$ cat src/sv/masked_byte_pattern_search_unit_macros.svh
// Assertion macros for the masked byte pattern search unit.
`ifndef MASKED_BYTE_PATTERN_SEARCH_UNIT_MACROS_SVH
`define MASKED_BYTE_PATTERN_SEARCH_UNIT_MACROS_SVH
`ifndef SYNTHESIS
`define MBPS_ASSERT(lbl, clk, rst_n, prop) \
    lbl: assert property (@(posedge clk) disable iff (!rst_n) prop) \
        else $error("mbps: assertion failed");
`define MBPS_ASSERT_IMPL(lbl, clk, rst_n, ante, cons) \
    lbl: assert property (@(posedge clk) disable iff (!rst_n) (ante) |-> (cons)) \
        else $error("mbps: implication failed");
`else
`define MBPS_ASSERT(lbl, clk, rst_n, prop)
`define MBPS_ASSERT_IMPL(lbl, clk, rst_n, ante, cons)
`endif
`endif

$ cat src/sv/mbps_pkg.sv
package mbps_pkg;

    localparam int BYTE_W  = 8;
    localparam int ADDR_W  = 64;
    localparam int LEN_W   = 9;
    localparam int IDX_W   = 8;
    localparam int PADDR_W = 3;
    localparam int PDATA_W = 32;

    localparam logic STATUS_OK    = 1'b0;
    localparam logic STATUS_EMPTY = 1'b1;

    // register index, taken from paddr[2]
    localparam logic REG_PATTERN_LENGTH = 1'b0;

    typedef enum logic {
        REQ_LOAD = 1'b0,
        REQ_SCAN = 1'b1
    } t_req;

    typedef enum logic {
        ST_IDLE,
        ST_REPLAY
    } t_state;

    typedef struct packed {
        logic shift;
        logic replay;
        logic flush;
    } t_row_ctl;

    typedef struct packed {
        logic              we;
        logic [IDX_W-1:0]  idx;
        logic [BYTE_W-1:0] value;
        logic              care;
    } t_pat_wr;

endpackage

$ cat src/sv/mbps_cell.sv
module mbps_cell
    import mbps_pkg::*;
#(
    parameter int INDEX = 0
) (
    input  logic              i_clk,
    input  logic              i_rst_n,
    input  logic              i_shift,
    input  t_pat_wr           i_wr,
    input  logic [BYTE_W-1:0] i_feed,
    input  logic [BYTE_W-1:0] i_win,
    input  logic              i_link,
    output logic [BYTE_W-1:0] o_win,
    output logic              o_d,
    output logic              o_d_next
);

    logic [BYTE_W-1:0] r_win;
    logic [BYTE_W-1:0] r_pat;
    logic              r_care;
    logic              r_d;
    logic              n_d;
    logic              hit;

    assign hit = !r_care || (i_feed == r_pat);
    assign n_d = i_link && hit;

    always_ff @(posedge i_clk) begin
        if (!i_rst_n) begin
            r_d <= 1'b0;
        end else if (i_shift) begin
            r_d <= n_d;
        end
    end

    always_ff @(posedge i_clk) begin
        if (i_shift) begin
            r_win <= i_win;
        end
        if (i_wr.we && (32'(i_wr.idx) == INDEX)) begin
            r_pat  <= i_wr.value;
            r_care <= i_wr.care;
        end
    end

    assign o_win    = r_win;
    assign o_d      = r_d;
    assign o_d_next = n_d;

endmodule

$ cat src/sv/mbps_row.sv
module mbps_row
    import mbps_pkg::*;
#(
    parameter int DEPTH = 256
) (
    input  logic              i_clk,
    input  logic              i_rst_n,
    input  t_row_ctl          i_ctl,
    input  t_pat_wr           i_wr,
    input  logic [BYTE_W-1:0] i_data,
    output logic [DEPTH-1:0]  o_d_next
);

    logic [BYTE_W-1:0] win    [DEPTH];
    logic [BYTE_W-1:0] win_in [DEPTH];
    logic [DEPTH-1:0]  d;
    logic [DEPTH-1:0]  link;
    logic [BYTE_W-1:0] feed;

    // replay rotates the window, oldest byte first
    assign feed = i_ctl.replay ? win[DEPTH-1] : i_data;

    always_comb begin
        link[0]   = 1'b1;
        win_in[0] = feed;
        for (int k = 1; k < DEPTH; k++) begin
            link[k]   = d[k-1] && !i_ctl.flush;
            win_in[k] = win[k-1];
        end
    end

    for (genvar k = 0; k < DEPTH; k++) begin : g_cell
        mbps_cell #(
            .INDEX (k)
        ) u_cell (
            .i_clk    (i_clk),
            .i_rst_n  (i_rst_n),
            .i_shift  (i_ctl.shift),
            .i_wr     (i_wr),
            .i_feed   (feed),
            .i_win    (win_in[k]),
            .i_link   (link[k]),
            .o_win    (win[k]),
            .o_d      (d[k]),
            .o_d_next (o_d_next[k])
        );
    end

endmodule

$ cat config.mk
export PLATFORM = sky130hd
export DESIGN_NAME = mbps_row
export DESIGN_NICKNAME = d
export VERILOG_FILES = /design/src/sv/masked_byte_pattern_search_unit_macros.svh /design/src/sv/mbps_pkg.sv /design/src/sv/mbps_cell.sv /design/src/sv/mbps_row.sv
export SDC_FILE = /design/constraint.sdc
export NUM_CORES = 2
export LEC_CHECK = 0
export BUFFER_PORTS_ARGS = -buffer_cell sky130_fd_sc_hd__buf_2
export CAP_MARGIN = 5
export CORE_ASPECT_RATIO = 1.1
export CORE_MARGIN = 2
export CORE_UTILIZATION = 67
export DETAILED_ROUTE_END_ITERATION = 8
export PLACE_DENSITY = 0.83
export SETUP_SLACK_MARGIN = 0.2
export SYNTH_ARGS = -nofsm -noshare
export SYNTH_HDL_FRONTEND = slang
export SYNTH_SLANG_ARGS = --single-unit
$ cat constraint.sdc
create_clock -name i_clk -period 5.2 [get_ports i_clk]
set_input_delay 0.26 -clock i_clk [delete_from_list [all_inputs] [get_ports i_clk]]
set_output_delay 0.26 -clock i_clk [all_outputs]
set_load 0.03 [all_outputs]
# Word level (Yosys, flattened, before mapping)
# Index checks and enable logic that the tools add are counted.
[word_totals] mem_bits_ro=0 latch_bits=0 input_bits=31 ramBits=0 regBits=4607 wordCells=2815 n_memories=0
[op_classes] shifts=0 n_eq_ne=511 mux=1 n_reduce_logical=1280 div=0 magnitude_cmp=0 addsub=0 n_mul=0 n_bitwise=0
[op_table] cell="$eq 8x8->1" count=256
[op_table] cell="$eq 8x8->1 const B" count=128
[op_table] cell="$logic_and 1x1->1" count=766
[op_table] cell="$eq 8x7->1 const B" count=64
[op_table] cell="$logic_not 1->1" count=257
[op_table] cell="$eq 8x6->1 const B" count=32
[op_table] cell="$logic_or 1x1->1" count=256
[op_table] cell="$eq 8x5->1 const B" count=16
[op_table] cell="$eq 8x4->1 const B" count=8
[op_table] cell="$eq 8x3->1 const B" count=4
[op_table] cell="$eq 8x2->1 const B" count=2
[op_table] cell="$eq 8x1->1 const B" count=1
[op_table] cell="$logic_not 8->1" count=1
[op_table] cell="$mux 8" count=1

# Logic depth before layout (Yosys ltp)
[logic_depth] depth_word=4 depth_mapped=9 depth_no_buf=5

# By module
# A second synthesis with hierarchy kept.
[hier_totals] hier_cells=10382 hier_area_um2=175594.7
[by_module_without_submodules] module="mbps_cell at g_cell[108].u_cell ..." cells_each=40 area_each_um2=676.9 seq_area_each_um2=530.5 instances=46
[by_module_without_submodules] module="mbps_cell at g_cell[103].u_cell ..." cells_each=39 area_each_um2=678.2 seq_area_each_um2=530.5 instances=28
[by_module_without_submodules] module="mbps_cell at g_cell[101].u_cell ..." cells_each=39 area_each_um2=684.4 seq_area_each_um2=530.5 instances=24
[by_module_without_submodules] module="mbps_cell at g_cell[133].u_cell ..." cells_each=39 area_each_um2=675.6 seq_area_each_um2=530.5 instances=24
[by_module_without_submodules] module="mbps_cell at g_cell[117].u_cell ..." cells_each=40 area_each_um2=678.2 seq_area_each_um2=530.5 instances=22
[by_module_without_submodules] module="mbps_cell at g_cell[0].u_cell ..." cells_each=39 area_each_um2=674.4 seq_area_each_um2=530.5 instances=20
[by_module_without_submodules] module="mbps_cell at g_cell[100].u_cell ..." cells_each=39 area_each_um2=683.2 seq_area_each_um2=530.5 instances=18
[by_module_without_submodules] module="mbps_cell at g_cell[112].u_cell ..." cells_each=40 area_each_um2=674.4 seq_area_each_um2=530.5 instances=13
[by_module_without_submodules] module="mbps_cell at g_cell[111].u_cell ..." cells_each=39 area_each_um2=676.9 seq_area_each_um2=530.5 instances=11
[by_module_without_submodules] module="mbps_cell at g_cell[21].u_cell ..." cells_each=39 area_each_um2=686.9 seq_area_each_um2=530.5 instances=8
[by_module_without_submodules] module="mbps_cell at g_cell[17].u_cell ..." cells_each=39 area_each_um2=685.7 seq_area_each_um2=530.5 instances=8
[by_module_without_submodules] module="mbps_cell at g_cell[192].u_cell ..." cells_each=39 area_each_um2=680.7 seq_area_each_um2=530.5 instances=7
[by_module_without_submodules] module="mbps_cell at g_cell[49].u_cell ..." cells_each=40 area_each_um2=679.4 seq_area_each_um2=530.5 instances=6
[by_module_without_submodules] module="mbps_cell at g_cell[124].u_cell ..." cells_each=41 area_each_um2=676.9 seq_area_each_um2=530.5 instances=6
[by_module_without_submodules] module="+6 rows"

# Worst setup path before layout
# No wires, ideal clock.
[synth_path] path_kind="input -> output" startpoint="in i_ctl[1] in the netlist's numbering" endpoint="out o_d_next[105]" required_ns=4.940 path_slack_ns=3.075 arrival_time_ns=1.865 cell_stages=9 cell_sequence="buf_6 -> mux2i_4 -> buf_2 -> clkbuf_4 -> xnor2_1 -> nor4_1 -> nand2_1 -> a21oi_1 -> buf_4"
[synth_between] elab_chain_cells=4
[synth_lines] element="start: declaration" line_no="mbps_row.sv:8" rtl="input t_row_ctl i_ctl,"
[synth_lines] element="$mux 8" line_no="mbps_row.sv:21" rtl="assign feed = i_ctl.replay ? win[DEPTH-1] : i_data;"
[synth_lines] element="$eq 8x8->1" line_no="mbps_cell.sv:25" rtl="assign hit = !r_care || (i_feed == r_pat);"
[synth_lines] element="$logic_or 1x1->1" line_no="mbps_cell.sv:25"
[synth_lines] element="$logic_and 1x1->1" line_no="mbps_cell.sv:26" rtl="assign n_d = i_link && hit;"
[synth_lines] element="end: declaration" line_no="mbps_row.sv:11" rtl="output logic [DEPTH-1:0] o_d_next"
# Every way passes these cells.

# Worst setup path after layout
[layout_path] startpoint="reg g_cell[255].u_cell.r_win[3]" endpoint="out o_d_next[77]"
[layout_between] elab_chain_cells=4
[layout_lines] element="start: declaration" line_no="mbps_cell.sv:18" rtl="logic [BYTE_W-1:0] r_win;"
[layout_lines] element="start signal: assignment" line_no="mbps_cell.sv:38" rtl="r_win <= i_win;"
[layout_lines] element="$mux 8" line_no="mbps_row.sv:21"
[layout_lines] element="$eq 8x8->1" line_no="mbps_cell.sv:25"
[layout_lines] element="$logic_or 1x1->1" line_no="mbps_cell.sv:25"
[layout_lines] element="$logic_and 1x1->1" line_no="mbps_cell.sv:26"
# Every way passes these cells.

==> flow_metrics.py <==
metrics = {
    "worst_setup_path": {
        "r2r-start": "g_cell[255].u_cell.o_win[3]$_DFFE_PP_",
        "cp_data_arrival_time_ns": 4.54,
        "start_kind": "flop",
        "critPathKind": "reg -> out",
        "cp-end-kind": "primary output",
        "reg2reg_slack_ns": 1.85,
        "path_max_fanout": 20,
        "critical_path_required_ns": 4.94,
        "worst-r2r-cell-count": 8,
        "worst_r2r_endpoint": "g_cell[77].u_cell.o_d$_SDFFE_PN0P_",
    },
    "synthesis": {
        "synth_area_per_cell_um2": 17.4,
        "ys_seq_area_frac": 0.789,
        "synth_edf_count": 4352,
        "synth_fp_nets": 9926,
        "yosysUniqueCellTypes": 27,
        "async_flop_share": 0,
        "synth_top_area_cell": "edfxtp_1",
        "syn_inst": 9895,
        "synth_top_flop_cell": "edfxtp_1",
        "synth_top_area_share": 0.760,
        "syn_area_um2": 172000,
        "synth_area_leaders": "edfxtp_1 (76%), xnor2_1 (10%), dfxtp_1 (3.0%)",
        "yosysWarnings": 0,
        "synth-seq-cells": 4607,
    },
    "floorplanning": {
        "rows": 195,
        "die_y_um": 535,
        "design.die.area_um2": 261000,
        "core_um2": 256000,
        "start_util": 0.672,
        "die_w_um": 487,
        "pin_count": 287,
    },
    "global_route": {
        "grt_usage": 0.297,
        "grt_pass1_vias": 88300,
        "antenna_found_initial": 37,
        "grt_start_max_net_pins": 198,
        "grt_pass1_wl_um": 569000,
        "grt_overflow_total": 0,
        "top_usage_layer": "met2",
        "grtUsageMet1": 0.391,
        "met2_usage": 0.479,
        "met3_usage": 0.0557,
    },
    "drt": {
        "viasPerCell": 6.22,
        "drc": 0,
        "drt_pre_antenna_iters": 6,
        "via_count": 86400,
        "drt-total-wl_um": 390000,
        "drt_iter0_markers": 10600,
        "ant_nets": 0,
        "wl_per_cell_um": 28.1,
    },
    "clock_tree": {
        "cts_buffers": 426,
        "clk_latency_ns": 0.99,
        "clkSlewWorstSetupHoldPaths_ns": 0.07,
        "cts_root_buf": "clkbuf_16",
        "cts_buffer_depth": 4,
        "htree_levels": 5,
        "clkSinkCount": 4607,
        "cts_tree": "done",
    },
    "sta": {
        "fmax_ghz": 0.208,
        "drv_slew": 0,
        "setup_ws_ns": 0.404,
        "rsz0062_at_grt": "no",
        "relSlewSlack": 0.123,
        "fin_crit_ns": 4.80,
        "hold_viol_final": 0,
        "setup_viol": 0,
        "fin_crit_sh": 0.922,
        "final.setup_skew_ns": 0.0785,
        "fin_setup_tns_ns": 0,
        "worstMarginPinSlew_ns": 1.31,
    },
    "outcome": {
        "outcome": "finished clean",
    },
    "cells_and_area": {
        "fin_nets": 10200,
        "layout.cells.most_common": "edfxtp_1",
        "area_growth_pct": 10.9,
        "drive_gt1_frac": 0.105,
        "fill_cells": 13200,
        "final_cell_mix": "edfxtp_1 (4352), xnor2_1 (2048), nand2_1 (531), nor4_1 (512), clkbuf_16 (433)",
    },
    "placed_design": {
        "numPortBuffers": 286,
        "dpl_worst_slack_ns": 1.23,
        "globalplace.congestion": 0.829,
        "hpwl_um": 200000,
    },
    "power": {
        "ir_worst_vdd_uv": 466,
        "p_per_area_nw_per_um2": 406,
        "p_leak_nw": 60.1,
    },
    "hold_path": {
        "hold_end": "g_cell[141].u_cell.r_pat[6]$_DFFE_PP_",
        "min-delay-start": "i_wr[7]",
        "hold_depth": 1,
        "min_path_type": "in -> reg",
    },
    "flow_run": {
        "cap_violations": 0,
    },
}
## area by class of cell
type	instances	area, µm²	share of cell area
clock buffers	548	11600	0.0606
flip-flops and latches	4607	136000	0.712
multi-input cells	4400	31500	0.165
inverters	262	983	0.00516
diodes	19	47.5	0.000249
clock inverters	247	2770	0.0145
well taps	3349	4190	0.0220
repair buffers	467	3890	0.0204
## layer usage
layer / up-vias / wire length, µm
li1: 36400 / -
met5: - / 72
met3: 1112 / 41600
met1: 43500 / 139000
met2: 5409 / 188000
met4: 14 / 21100
## worst max-delay path by stage
| stage | start | end | slack (ns) | depth (start not counted) |
|---|---|---|---|---|
| 2_1_floorplan | i_ctl[1] | o_d_next[105] | 3.08 | 9 |
| 3_3_place_gp | i_ctl[1] | o_d_next[19] | 1.28 | 8 |
| 3_5_place_dp | i_ctl[1] | o_d_next[19] | 1.23 | 8 |
| 4_1_cts | g_cell[255].u_cell.o_win[3]$_DFFE_PP_ | o_d_next[77] | 0.39 | 9 |
| 5_1_grt | g_cell[255].u_cell.o_win[3]$_DFFE_PP_ | o_d_next[82] | 0.42 | 9 |
| 6_report | g_cell[255].u_cell.o_win[3]$_DFFE_PP_ | o_d_next[77] | 0.40 | 9 |
## sequential cells by signal, indices dropped and copies added, names as in the netlist
| register | count |
|---|---|
| g_cell.u_cell.o_win | 2048 |
| g_cell.u_cell.o_d | 255 |
| g_cell.u_cell.r_pat | 2048 |
| g_cell.u_cell.r_care | 256 |
## Yosys cell counts, drive strengths merged, types with 10 or more instances
master and n:
a31oi 255, nor4 512, nor2 260, a21oi 254
edfxtp 4352, nand2 533, inv 262, xnor2 2048
buf 474, nand3 10, mux2i 262, dfxtp 255
nand2b 254, clkbuf 152
## report_power, final
part / leakage (nW) / switching, mW / internal (mW)
clock: 6.93 / 13.8 / 18.2
combinational: 10.4 / 2.37 / 1.13
sequential: 42.8 / 0.339 / 41.6
## timing repair
| action | in CTS | in global routing |
|---|---|---|
| setup buffers | 0 | 0 |
| gates resized for setup | 0 | 0 |
| hold buffers | 9 | 0 |
| endpoints found under the hold margin | 316 | 0 |
## critical path, stage by stage (launching register included)
cell and delay, ns:
edfxtp_1 0.58, mux2i_4 0.70, buf_12 0.30, buf_4 0.34, buf_4 0.33, xnor2_1 0.12, nor4_1 0.44, nand2_1 0.22
a21oi_1 0.30, buf_2 0.26
## kinds of logic (layout without fill, tap and decap cells)
group,count (synthesis),in the layout,synth area share
AND/OR/NAND/NOR,1579,1579,0.0458
flip-flops,4607,4607,0.789
multiplexers,262,262,0.0157
XOR/XNOR,2048,2048,0.104
AO/OA/AOI/OAI,511,511,0.0167
other,0,19,0
buffers and inverters,888,1524,0.0281
## through the flow
step / power, mW / std cells / util / cell area (µm²) / hold WS (ns)
2_1_floorplan: 44.5 / 9895 / - / 172000 / 0.359
3_3_place_gp: 46.0 / 13100 / 0.689 / 176000 / 0.401
3_5_place_dp: 46.1 / 13100 / 0.689 / 176000 / 0.405
4_1_cts: 77.8 / 13900 / 0.745 / 191000 / 0.0122
5_1_grt: 79.3 / 13900 / 0.745 / 191000 / 0.0499
6_report: 77.5 / 13900 / 0.745 / 191000 / 0.0432
Power figures use the tool's default switching activity.
